## src/esd_pkg.sv

```systemverilog
// Shared types and constants for the escape sequence decoder.
package esd_pkg;

    localparam int VALUE_W   = 13;
    localparam int ACCUM_W   = 12;
    localparam int Q_DEPTH   = 4;
    localparam int Q_PTR_W   = $clog2(Q_DEPTH);
    localparam int Q_CNT_W   = $clog2(Q_DEPTH + 1);

    localparam logic [7:0] CH_NUL   = 8'h00;
    localparam logic [7:0] CH_BSL   = 8'h5C;
    localparam logic [7:0] CH_CARET = 8'h5E;
    localparam logic [7:0] CH_LC_B  = 8'h62;
    localparam logic [7:0] CH_LC_E  = 8'h65;
    localparam logic [7:0] CH_LC_F  = 8'h66;
    localparam logic [7:0] CH_LC_N  = 8'h6E;
    localparam logic [7:0] CH_LC_R  = 8'h72;
    localparam logic [7:0] CH_LC_S  = 8'h73;
    localparam logic [7:0] CH_LC_T  = 8'h74;
    localparam logic [7:0] CH_LC_X  = 8'h78;
    localparam logic [7:0] CH_LC_A  = 8'h61;
    localparam logic [7:0] CH_LC_Z  = 8'h7A;
    localparam logic [7:0] CH_UC_A  = 8'h41;
    localparam logic [7:0] CH_UC_F  = 8'h46;
    localparam logic [7:0] CH_D0    = 8'h30;
    localparam logic [7:0] CH_D7    = 8'h37;
    localparam logic [7:0] CH_D9    = 8'h39;

    localparam logic [7:0] CASE_OFS  = 8'h20;
    localparam logic [7:0] CARET_OFS = 8'h40;

    localparam logic [VALUE_W-1:0] V_BS  = 13'd8;
    localparam logic [VALUE_W-1:0] V_FF  = 13'd12;
    localparam logic [VALUE_W-1:0] V_NL  = 13'd10;
    localparam logic [VALUE_W-1:0] V_CR  = 13'd13;
    localparam logic [VALUE_W-1:0] V_SP  = 13'd32;
    localparam logic [VALUE_W-1:0] V_TAB = 13'd9;
    localparam logic [VALUE_W-1:0] V_ESC = 13'd27;

    typedef enum logic [2:0] {
        MODE_IDLE  = 3'd0,
        MODE_BSL   = 3'd1,
        MODE_CARET = 3'd2,
        MODE_HEX   = 3'd3,
        MODE_OCT   = 3'd4
    } mode_t;

    typedef struct packed {
        mode_t              mode;
        logic [ACCUM_W-1:0] accum;
        logic [1:0]         cnt;
    } dec_state_t;

    typedef struct packed {
        logic signed [VALUE_W-1:0] value;
        logic                      esc;
        logic                      last;
    } res_t;

    typedef struct packed {
        logic [1:0] n;
        res_t       r0;
        res_t       r1;
    } dec_out_t;

endpackage

```

## src/esd_decode.sv

```systemverilog
// Combinational decode of one character against the current escape state.
module esd_decode (
    input  logic [7:0]          ch,
    input  esd_pkg::dec_state_t st,
    output esd_pkg::dec_state_t st_next,
    output esd_pkg::dec_out_t   res
);

    logic                        hex_mode;
    logic                        is_dig;
    logic [3:0]                  dig;
    logic [esd_pkg::ACCUM_W-1:0] acc_new;
    logic [1:0]                  cnt_new;
    logic [7:0]                  up;

    always_comb
    begin
        hex_mode = (st.mode == esd_pkg::MODE_HEX);
        dig      = 4'd0;
        is_dig   = 1'b0;
        if (hex_mode)
        begin
            if (ch inside {[esd_pkg::CH_D0:esd_pkg::CH_D9]})
            begin
                is_dig = 1'b1;
                dig    = 4'(ch - esd_pkg::CH_D0);
            end
            else if (ch inside {[esd_pkg::CH_LC_A:esd_pkg::CH_LC_F]})
            begin
                is_dig = 1'b1;
                dig    = 4'(ch - esd_pkg::CH_LC_A + 8'd10);
            end
            else if (ch inside {[esd_pkg::CH_UC_A:esd_pkg::CH_UC_F]})
            begin
                is_dig = 1'b1;
                dig    = 4'(ch - esd_pkg::CH_UC_A + 8'd10);
            end
        end
        else if (ch inside {[esd_pkg::CH_D0:esd_pkg::CH_D7]})
        begin
            is_dig = 1'b1;
            dig    = 4'(ch - esd_pkg::CH_D0);
        end
        if (hex_mode)
            acc_new = {st.accum[esd_pkg::ACCUM_W-5:0], dig};
        else
            acc_new = {st.accum[esd_pkg::ACCUM_W-4:0], dig[2:0]};
        cnt_new = st.cnt + 2'd1;
        up = (ch inside {[esd_pkg::CH_LC_A:esd_pkg::CH_LC_Z]}) ? ch - esd_pkg::CASE_OFS : ch;
    end

    always_comb
    begin
        st_next.mode  = esd_pkg::MODE_IDLE;
        st_next.accum = '0;
        st_next.cnt   = '0;
        res.n         = 2'd0;
        res.r0        = '0;
        res.r1        = '0;
        case (st.mode)
            esd_pkg::MODE_BSL:
            begin
                res.n      = 2'd1;
                res.r0.esc = 1'b1;
                case (ch)
                    esd_pkg::CH_NUL:  res.r0.value = {5'd0, esd_pkg::CH_BSL};
                    esd_pkg::CH_LC_B: res.r0.value = esd_pkg::V_BS;
                    esd_pkg::CH_LC_F: res.r0.value = esd_pkg::V_FF;
                    esd_pkg::CH_LC_N: res.r0.value = esd_pkg::V_NL;
                    esd_pkg::CH_LC_R: res.r0.value = esd_pkg::V_CR;
                    esd_pkg::CH_LC_S: res.r0.value = esd_pkg::V_SP;
                    esd_pkg::CH_LC_T: res.r0.value = esd_pkg::V_TAB;
                    esd_pkg::CH_LC_E: res.r0.value = esd_pkg::V_ESC;
                    esd_pkg::CH_CARET:
                    begin
                        res.n        = 2'd0;
                        st_next.mode = esd_pkg::MODE_CARET;
                    end
                    esd_pkg::CH_LC_X:
                    begin
                        res.n        = 2'd0;
                        st_next.mode = esd_pkg::MODE_HEX;
                    end
                    default:
                    begin
                        if (ch inside {[esd_pkg::CH_D0:esd_pkg::CH_D7]})
                        begin
                            res.n         = 2'd0;
                            st_next.mode  = esd_pkg::MODE_OCT;
                            st_next.accum = {9'd0, dig[2:0]};
                            st_next.cnt   = 2'd1;
                        end
                        else
                            res.r0.value = {5'd0, ch};
                    end
                endcase
            end
            esd_pkg::MODE_CARET:
            begin
                res.n        = 2'd1;
                res.r0.esc   = 1'b1;
                res.r0.value = {5'd0, up} - {5'd0, esd_pkg::CARET_OFS};
            end
            esd_pkg::MODE_HEX, esd_pkg::MODE_OCT:
            begin
                if (is_dig)
                begin
                    if (cnt_new == 2'd3)
                    begin
                        res.n        = 2'd1;
                        res.r0.esc   = 1'b1;
                        res.r0.value = {1'b0, acc_new};
                    end
                    else
                    begin
                        st_next.mode  = st.mode;
                        st_next.accum = acc_new;
                        st_next.cnt   = cnt_new;
                    end
                end
                else
                begin
                    res.n        = 2'd1;
                    res.r0.esc   = 1'b1;
                    res.r0.value = {1'b0, st.accum};
                    if (ch == esd_pkg::CH_BSL)
                        st_next.mode = esd_pkg::MODE_BSL;
                    else if (ch != esd_pkg::CH_NUL)
                    begin
                        res.n        = 2'd2;
                        res.r1.value = {5'd0, ch};
                    end
                end
            end
            default:
            begin
                if (ch == esd_pkg::CH_BSL)
                    st_next.mode = esd_pkg::MODE_BSL;
                else if (ch != esd_pkg::CH_NUL)
                begin
                    res.n        = 2'd1;
                    res.r0.value = {5'd0, ch};
                end
            end
        endcase
        res.r0.last = (res.n == 2'd1);
        res.r1.last = (res.n == 2'd2);
    end

endmodule

```

## src/esd_fifo.sv

```systemverilog
// Result queue: takes up to two results per cycle, hands out one per cycle while q_ready is high.
module esd_fifo (
    input  logic          clk,
    input  logic          rst_n,
    input  logic [1:0]    push_n,
    input  esd_pkg::res_t d0,
    input  esd_pkg::res_t d1,
    output logic          room2,
    output logic          q_valid,
    input  logic          q_ready,
    output esd_pkg::res_t q
);

    esd_pkg::res_t                mem [esd_pkg::Q_DEPTH];
    logic [esd_pkg::Q_PTR_W-1:0]  wr_ptr_reg, wr_ptr_next;
    logic [esd_pkg::Q_PTR_W-1:0]  rd_ptr_reg, rd_ptr_next;
    logic [esd_pkg::Q_CNT_W-1:0]  count_reg, count_next;
    logic                         pop;
    logic [esd_pkg::Q_PTR_W-1:0]  wr_ptr_p1;

    assign q_valid   = (count_reg != '0);
    assign pop       = q_valid && q_ready;
    assign room2     = (count_reg <= esd_pkg::Q_CNT_W'(esd_pkg::Q_DEPTH - 2));
    assign wr_ptr_p1 = wr_ptr_reg + 1'b1;

    always_comb
    begin
        wr_ptr_next = wr_ptr_reg + esd_pkg::Q_PTR_W'(push_n);
        rd_ptr_next = rd_ptr_reg + esd_pkg::Q_PTR_W'(pop);
        count_next  = count_reg + esd_pkg::Q_CNT_W'(push_n) - esd_pkg::Q_CNT_W'(pop);
    end

    always_ff @(posedge clk or negedge rst_n)
    begin
        if (!rst_n)
        begin
            wr_ptr_reg <= '0;
            rd_ptr_reg <= '0;
            count_reg  <= '0;
        end
        else
        begin
            wr_ptr_reg <= wr_ptr_next;
            rd_ptr_reg <= rd_ptr_next;
            count_reg  <= count_next;
        end
    end

    always_ff @(posedge clk)
    begin
        if (push_n != 2'd0)
            mem[wr_ptr_reg] <= d0;
        if (push_n == 2'd2)
            mem[wr_ptr_p1] <= d1;
    end

    assign q = mem[rd_ptr_reg];

endmodule

```

## src/escape_sequence_decoder_top.sv

```systemverilog
// Top level of the escape sequence decoder: input register, decode, result queue.
//
//  channel | handshake            | payload
//  --------+----------------------+----------------------------------
//  in      | in_valid / in_ready  | ch[7:0]
//  out     | out_valid / out_ready| value[12:0] s, from_escape, last_of_item
//
// One item per cycle in while in_ready is high; one result per cycle out while
// out_ready is high, so an item that ends a digit run and gives two results hands
// them out one after the other. Throughput is set by the single read port of the
// four-entry result queue. An accepted item goes through the input register into
// the result queue. Reset returns the decoder to idle and empties the queue. A
// stalled output backs up into in_ready once the queue has under two free entries.
module escape_sequence_decoder_top (
    input  logic                              clk,
    input  logic                              rst_n,
    input  logic                              in_valid,
    output logic                              in_ready,
    input  logic [7:0]                        ch,
    output logic                              out_valid,
    input  logic                              out_ready,
    output logic signed [esd_pkg::VALUE_W-1:0] value,
    output logic                              from_escape,
    output logic                              last_of_item
);

    logic                inv_reg;
    logic [7:0]          ch_reg;
    esd_pkg::dec_state_t st_reg, st_next;
    esd_pkg::dec_out_t   dec;
    logic                room2;
    logic                fire;
    esd_pkg::res_t       q;
    logic [1:0]          push_n;

    assign fire     = inv_reg && room2;
    assign in_ready = !inv_reg || fire;
    assign push_n   = fire ? dec.n : 2'd0;

    esd_decode u_decode (
        .ch      (ch_reg),
        .st      (st_reg),
        .st_next (st_next),
        .res     (dec)
    );

    esd_fifo u_fifo (
        .clk     (clk),
        .rst_n   (rst_n),
        .push_n  (push_n),
        .d0      (dec.r0),
        .d1      (dec.r1),
        .room2   (room2),
        .q_valid (out_valid),
        .q_ready (out_ready),
        .q       (q)
    );

    always_ff @(posedge clk or negedge rst_n)
    begin
        if (!rst_n)
        begin
            inv_reg      <= 1'b0;
            st_reg.mode  <= esd_pkg::MODE_IDLE;
            st_reg.accum <= '0;
            st_reg.cnt   <= '0;
        end
        else
        begin
            if (in_ready)
                inv_reg <= in_valid;
            if (fire)
                st_reg <= st_next;
        end
    end

    always_ff @(posedge clk)
    begin
        if (in_ready && in_valid)
            ch_reg <= ch;
    end

    assign value        = q.value;
    assign from_escape  = q.esc;
    assign last_of_item = q.last;

endmodule
```

## config.mk

```make
export PLATFORM = sky130hd
export DESIGN_NAME = escape_sequence_decoder_top
export DESIGN_NICKNAME = d
export VERILOG_FILES = /design/src/esd_pkg.sv /design/src/esd_decode.sv /design/src/esd_fifo.sv /design/src/escape_sequence_decoder_top.sv
export SDC_FILE = /design/constraint.sdc
export NUM_CORES = 1
export LEC_CHECK = 0
export BUFFER_PORTS_ARGS = -buffer_cell sky130_fd_sc_hd__buf_2
export CORE_MARGIN = 2
export CORE_UTILIZATION = 33
export DETAILED_ROUTE_END_ITERATION = 8
export PLACE_DENSITY = 0.52
export SLEW_MARGIN = 40
export SYNTH_ARGS = -nofsm -noshare
export SYNTH_HDL_FRONTEND = slang
export SYNTH_SLANG_ARGS = --single-unit
```

## constraint.sdc

```tcl
create_clock -name clk -period 6.84 [get_ports clk]
set_input_delay 1.368 -clock clk [delete_from_list [all_inputs] [get_ports clk]]
set_output_delay 1.368 -clock clk [all_outputs]
set_load 0.02 [all_outputs]
```

==> results of run 1 <==
[logic make-up (layout without fill, tap and decap cells)]
| logic type | count (synthesis) | in the layout |
|---|---|---|
| buffers and inverters | 52 | 61 |
| XOR/XNOR | 7 | 7 |
| AND/OR/NAND/NOR | 185 | 185 |
| flip-flops | 93 | 93 |
| adder cells (fa/ha/maj) | 15 | 15 |
| AO/OA/AOI/OAI | 135 | 135 |
| multiplexers | 51 | 51 |
[layout make-up]
type	instances	share of cell area [%]
multi-input combinational	393	47.48
sequential	93	39.59
tap	220	4.487
clock buffer	9	3.671
timing repair buffer	32	2.774
clock inverter	7	1.203
inverter	13	0.7954
[synthesized netlist by cell type (4+ instances only)]
cell       n  share of area, %
nand2_1   84               5.7
edfxtp_1  44                24
o22ai_1   34               3.8
mux2i_1   33               5.9
dfrtp_1   25                11
dfxtp_1   24               8.6
o21ai_0   24               2.2
nor2_1    22               1.5
clkbuf_1  21               1.4
a21oi_1   16               1.4
mux4_2    15               6.1
ha_1      14               3.1
inv_1     13              0.88
nand3_1   11              0.99
and2_1     8              0.90
nand4_1    8              0.90
buf_2      7              0.63
nand2b_1   7              0.79
a31oi_1    6              0.67
buf_6      6               1.2
a221oi_1   5              0.79
buf_1      5              0.34
o311ai_0   4              0.63
or4_1      4              0.54
xnor2_1    4              0.63
[metal layers]
metal / global-route usage (%) / share of wire, %
met5: 0 / 0
met4: 5.674 / 1.9
met3: 5.215 / 6.8
met2: 27.24 / 46
met1: 23.15 / 45
[per-stage QoR]
| stage | util, % | hold slack, ns |
|---|---|---|
| 6_report | 37.12 | 0.4591 |
| 5_1_grt | 37.12 | 0.4811 |
| 4_1_cts | 36.95 | 0.4636 |
| 3_5_place_dp | 35.14 | 0.4534 |
| 3_3_place_gp | 35.13 | 0.4468 |
| 2_1_floorplan | - | 0.4349 |
[layout by cell type (no fill, tap or decap), drive strengths merged, types with 15 or more instances in the layout]
cell type | Yosys | layout
a21oi | 16 | 16
buf | 18 | 32
dfrtp | 25 | 25
dfxtp | 24 | 24
edfxtp | 44 | 44
inv | 13 | 15
mux2i | 33 | 33
mux4 | 15 | 15
nand2 | 84 | 84
nor2 | 23 | 23
o21ai | 30 | 30
o22ai | 34 | 34
[worst reg2reg max path, cell delays in order, from the launching register on]
cell and delay (ns):
edfxtp_1 0.55, inv_1 0.17, ha_1 0.27, nor4b_2 0.28
and4b_1 0.27, and2_1 0.27, nor3_4 0.56, a2111oi_4 0.29
o21ai_4 0.54, nand2_1 0.40
[path summary, 6_finish.rpt]
| path | startpoint | endpoint | slack, ns | cells past startpoint |
|---|---|---|---|---|
| min | u_fifo.mem[0][14] | u_fifo.mem[0][14] | 0.46 | 2 |
| max in group asynchronous | rst_n | u_fifo.rd_ptr_reg[0] | 5.38 | 1 |
| max reg2reg | ch_reg[1] | u_fifo.mem[1][5] | 2.87 | 9 |
| max | ch_reg[1] | u_fifo.mem[1][5] | 2.87 | 9 |
| min in group asynchronous | rst_n | st_reg[8] | 1.02 | 1 |
| min reg2reg | u_fifo.mem[0][14] | u_fifo.mem[0][14] | 0.46 | 2 |
[power by group through the flow]
| stage | clock [uW] | combinational, uW | sequential, uW |
|---|---|---|---|
| after floorplan | 0 | 572 | 724 |
| after global placement | 0 | 621 | 828 |
| after detailed placement | 0 | 633 | 833 |
| after CTS | 523 | 635 | 821 |
| after global routing | 544 | 690 | 839 |
| final | 509 | 629 | 821 |
==> metrics.md, run 1 <==
| Metric | Value |
|---|---|
| Outcome | complete, no violations |
| Ys Warns | 0 |
| Die H | between 100 and 150 um |
| Critical Path AT | 3.95 ns |
| Worst-path fanout max | 15 |
| Post-CTS sizing | 0 |
| Comb power frac | roughly 32% |
| Die Area | roughly 18000 um^2 |
| Post-Synth Adder-Cell Area | 3.501% |
| Synthesized cell area | around 5600 um^2 |
| Worst hold path type | reg2reg |
| Maximum vdd drop | between 0.0002 and 0.00025 V |
| Clock buffer depth | 2 |
| WL final | 14820 um |
| Netlist cell types | 76 |
| Critical path class | reg2reg |
| TritonRoute pass-1 iters | 6 |
| Layout cells sized above 1 | between 10% and 20% |
| Sequential share of power | a little over two fifths |
| Drt first-iter violations | slightly above 500 |
| Layout area overhead | 10.03% |
| Post-Layout Cell Count | ~770 |
| Storage element area | 2429 um^2 |
| Clk Latency, worst-skew pair | around 0.35 ns |
| Multi-input gate area | ~3000 um^2 |
| DRC | 0 |
| Setup Slack @ Placement | 2.684 ns |
| Cts hold-fix bufs | 0 |
| Initial Util | between 30% and 40% |
| PortBufs | 28 |
| Critical path buffers and inverters | 1 |
| Syn_nets | 565 |
| Final Net Count | approximately 570 |
| Post-synthesis mux area share | about an eighth |
| Final hold violation count | 0 |
| Initial antenna violation count | 0 |
| Placed cell count | ~750 |
| P per Cell Area | 319.4 nW/um^2 |
| Critical Path RT | a little under 7 ns |
| Post-synthesis simple-gate area fraction | 17.37% |
| Max cap viols | 0 |
| Largest net degree at the start of global routing | 26 |
| Setup repair bufs after CTS | 0 |
| CP cell instances | inv_1 -> ha_1 -> nor4b_2 -> and4b_1 -> and2_1 -> nor3_4 -> a2111oi_4 -> o21ai_4 -> nand2_1 |
| Global-route wire length before repair | around 24000 um |
| Ys flop type | edfxtp_1 |
| Vias | ~4400 |
| Number of nets with antenna violations after routing | 0 |
| F_max | about 250 MHz |
| PnR worst setup slack | between 2 and 3 ns |
| Max FFs per register | 60 |
| Largest family of logic cells by synthesized area | compound AO/OA/AOI/OAI gates |
| Gr usage total | between 10% and 20% |
| Row count | between 40 and 50 |
| Vias per cell | around 5.8 |
| Leakage power | 0.002282 uW |
| HPWL after detailed placement | 11040 um |
| Synth Instances | approximately 540 |
| Final slew viol count | 0 |
| XOR/XNOR Fraction of Synth Area | under 10% |
| CTS tree | yes |
| CTS Buf Count | 9 |
| Slew margin rel. | between 30 and 40% |
| Fin area | ~6100 um^2 |
| Max incr delay on CP | ~0.55 ns |
| Fillers | 1655 |
| Sequential area share after synthesis | a little over two fifths |
| Switch Pwr | roughly 720 uW |
| Chip Width | 134.0 um |
| Post-route minimum period | approximately 4.0 ns |
| Unrepaired setup endpoints after global routing | no |
| Diodes inserted | 0 |
| Syn Area/Cell | approximately 10 um^2 |
| Endpoints failing setup | 0 |
| Cell-internal power | about 1200 uW |
| Sw Share | roughly 37% |
| Placer Congestion | 0.9042 |
| CP Launch Type | register |
| DP Area | about 5800 um^2 |
| Critical Path Sink Type | register |
| Clock Power Share | a little over a quarter |
| Worst slew pin tran | 0.9519 ns |
| Sink Count | between 90 and 100 |
| Setup TNS | 0 ns |
| Routed WL per cell | just under 20 um |
| Crit share post-route | 58.00% |
| Number of global-route vias before repair | 4344 |
| CP max-delay cell | edfxtp_1 |
| CTS clock-pin slew for the worst setup and hold paths | ~0.07 ns |
| Yosys reg bits | between 90 and 100 |
| Congestion Overflow GR | 0 |
| Total power | just under 2000 uW |
| Core area | roughly 17000 um^2 |
| Ports | 29 |
| Root Buffer | clkbuf_16 |
| Top cell family by delay on the critical path | simple AND/OR/NAND/NOR gates |
| H-Tree Depth | 3 |
| Fraction of registers with async set or reset after synthesis | between 20% and 30% |
| Worst Skew | about 0.0078 ns |
| Post-synth EDFFs | 44 |
| Synth Area in Compound Gates | roughly 17% |
Note: power is estimated with default switching activity, not from simulation.
==> run 2, diff against run 1 <==
--- a/config.mk
+++ b/config.mk
@@ -9,7 +9,7 @@
 export CORE_MARGIN = 2
 export CORE_UTILIZATION = 33
 export DETAILED_ROUTE_END_ITERATION = 8
-export PLACE_DENSITY = 0.52
+export PLACE_DENSITY = 0.54
 export SLEW_MARGIN = 40
 export SYNTH_ARGS = -nofsm -noshare
 export SYNTH_HDL_FRONTEND = slang
==> constraint.sdc (replaced) <==
create_clock -name clk -period 3.2 [get_ports clk]
set_input_delay 0.64 -clock clk [delete_from_list [all_inputs] [get_ports clk]]
set_output_delay 0.64 -clock clk [all_outputs]
set_load 0.02 [all_outputs]
==> metrics.md, run 2 (synthesis gave the netlist of run 1 again) <==
| Metric | Value |
|---|---|
| Outcome | complete, no violations |
| Clk Latency, worst-skew pair | ~0.35 ns |
| DRC | 0 |
| Multi-input gate area | roughly 3000 um^2 |
| Final hold violation count | 0 |
| Worst r2r dst | u_fifo.mem[0][2] |
| Most frequent cells in the layout | 79 x nand2_1, 60 x buf_4, 44 x edfxtp_1, 33 x mux2i_1, 33 x o22ai_1 |
| Max FFs per register | 60 |
| Cts hold-fix bufs | 0 |
| Leakage power | between 0.002 and 0.003 uW |
| Top cell family by delay on the critical path | simple AND/OR/NAND/NOR gates |
| Sequential share of power | a little under two fifths |
| Critical Path AT | 3.22 ns |
| DP Area | approximately 6300 um^2 |
| Drt first-iter violations | 428 |
| R2r setup slk | around 0.063 ns |
| Post-Layout Cell Count | slightly above 800 |
| Initial antenna violation count | 0 |
| Placer Congestion | between 0.8 and 0.9 |
| R2R cell count | 10 |
| HPWL after detailed placement | 11740 um |
| Hold_ws | between 0.3 and 0.4 ns |
| Global-route wire length before repair | between 20000 and 25000 um |
| Row count | 47 |
| CP max-delay cell | edfxtp_1 |
| Most common cell after layout, fill and taps aside | nand2_1 |
| Congestion Overflow GR | 0 |
| Clock Power Share | 23.6% |
| Number of global-route vias before repair | 4505 |
| Final slew viol count | 0 |
| Storage element area | 2427 um^2 |
| CTS tree | yes |
| Routed WL per cell | about 19 um |
| Crit share post-route | 98.02% |
| Largest net degree at the start of global routing | 26 |
| Worst hold path type | in2async |
| Critical path buffers and inverters | 2 |
| PortBufs | 28 |
| Critical Path RT | ~3.3 ns |
| Setup TNS | 0 ns |
| CTS clock-pin slew for the worst setup and hold paths | about 0.070 ns |
| Sink Count | 93 |
| WL final | between 15000 and 20000 um |
| TritonRoute pass-1 iters | 5 |
| Total power | 4372 uW |
| CP Launch Type | register |
| Worst slew pin tran | around 0.76 ns |
| Die Area | 17950 um^2 |
| Core area | 16520 um^2 |
| Slew margin rel. | 49.30% |
| Comb power frac | between 30% and 40% |
| Ports | 29 |
| F_max | 318.8 MHz |
| Root Buffer | clkbuf_16 |
| Placed cell count | between 800 and 900 |
| R2r startpoint | ch_reg[0] |
| Critical Path Sink Type | register |
| Worst Skew | 0.01176 ns |
| Vias | approximately 4500 |
| Worst-path fanout max | 6 |
| Max cap viols | 0 |
| Fin area | 6688 um^2 |
| Final Net Count | between 600 and 700 |
| CP cell instances | inv_2 -> ha_4 -> or4b_4 -> or2_4 -> o211a_1 -> nand4_1 -> o221ai_1 -> a221oi_1 -> buf_4 -> o22ai_1 |
| Cell-internal power | ~2700 uW |
| Chip Width | 134.0 um |
| Maximum vdd drop | about 0.00032 V |
| Sw Share | between 30 and 40% |
| Clock buffer depth | 2 |
| Endpoints failing setup | 0 |
| Layout cells sized above 1 | between 20% and 30% |
| Switch Pwr | about 1600 uW |
| Diodes inserted | 0 |
| Initial Util | between 30% and 40% |
| H-Tree Depth | 3 |
| Critical Path Start | ch_reg[0] |
| P per Cell Area | 653.8 nW/um^2 |
| CTS Buf Count | 9 |
| Max incr delay on CP | 0.49 ns |
| Number of nets with antenna violations after routing | 0 |
| Die H | 134.0 um |
| Layout area overhead | 19.95% |
| Fillers | ~1600 |
| Vias per cell | around 5.4 |
| Post-route minimum period | 3.137 ns |
| Gr usage total | around 18% |
| Critical path class | reg2reg |
## run 2: changes by cell type in the layout (fill, tap and decap cells not counted), sizes merged
cell      previous run  this run
buf                 32        89
o21ai               30        33
clkinvlp             0         2
bufinv               1         0
clkbuf               9        10
clkinv               4         3
inv                 15        14
## run 2: how the worst max path moves through the flow
stage | endpoint | slack (ns) | depth (start not counted)
2_1_floorplan | u_fifo.mem[2][0] | 0.009 | 11
3_3_place_gp | u_fifo.count_reg[2] | 0.06 | 11
3_5_place_dp | u_fifo.mem[2][13] | 0.07 | 11
4_1_cts | u_fifo.mem[2][13] | 0.05 | 10
5_1_grt | u_fifo.mem[3][2] | -0.01 | 13
6_report | u_fifo.mem[0][2] | 0.06 | 10
## run 2: routing by layer
| layer | up-vias | global-route usage [%] | share of wire (%) |
|---|---|---|---|
| li1 | 2169 | - | - |
| met1 | 2176 | 23.10 | 45 |
| met2 | 141 | 29.37 | 48 |
| met3 | 19 | 3.401 | 5.0 |
| met4 | 0 | 4.965 | 1.9 |
| met5 | - | 0 | 0 |
## run 2: power groups by stage
stage	Clock (uW)	Sequential, uW	Combinational, uW
after global placement	0	1650	1630
after detailed placement	0	1660	1650
after floorplan	0	1550	1260
after CTS	1060	1640	1650
after global routing	1110	1650	1870
final	1030	1620	1720
## run 2: through the flow
stage,worst slack [ns],utilization [%]
floorplan,0.008945,-
global route,-0.01187,40.47
CTS,0.04510,39.69
detailed placement,0.07006,37.96
finish,0.06344,40.47
global placement,0.05829,37.96
## run 2: final cells by class
class | instances | share of cell area, %
repair buffers | 89 | 8.999
flip-flops and latches | 93 | 36.30
inverters | 13 | 0.7297
multi-input cells | 396 | 45.59
clock buffers | 10 | 3.573
well taps | 220 | 4.116
clock inverters | 6 | 0.6922
## run 2: repair_timing
item,in CTS,in global routing
setup buffers,0,6
endpoints found under the setup margin,0,95
resized for setup,0,12
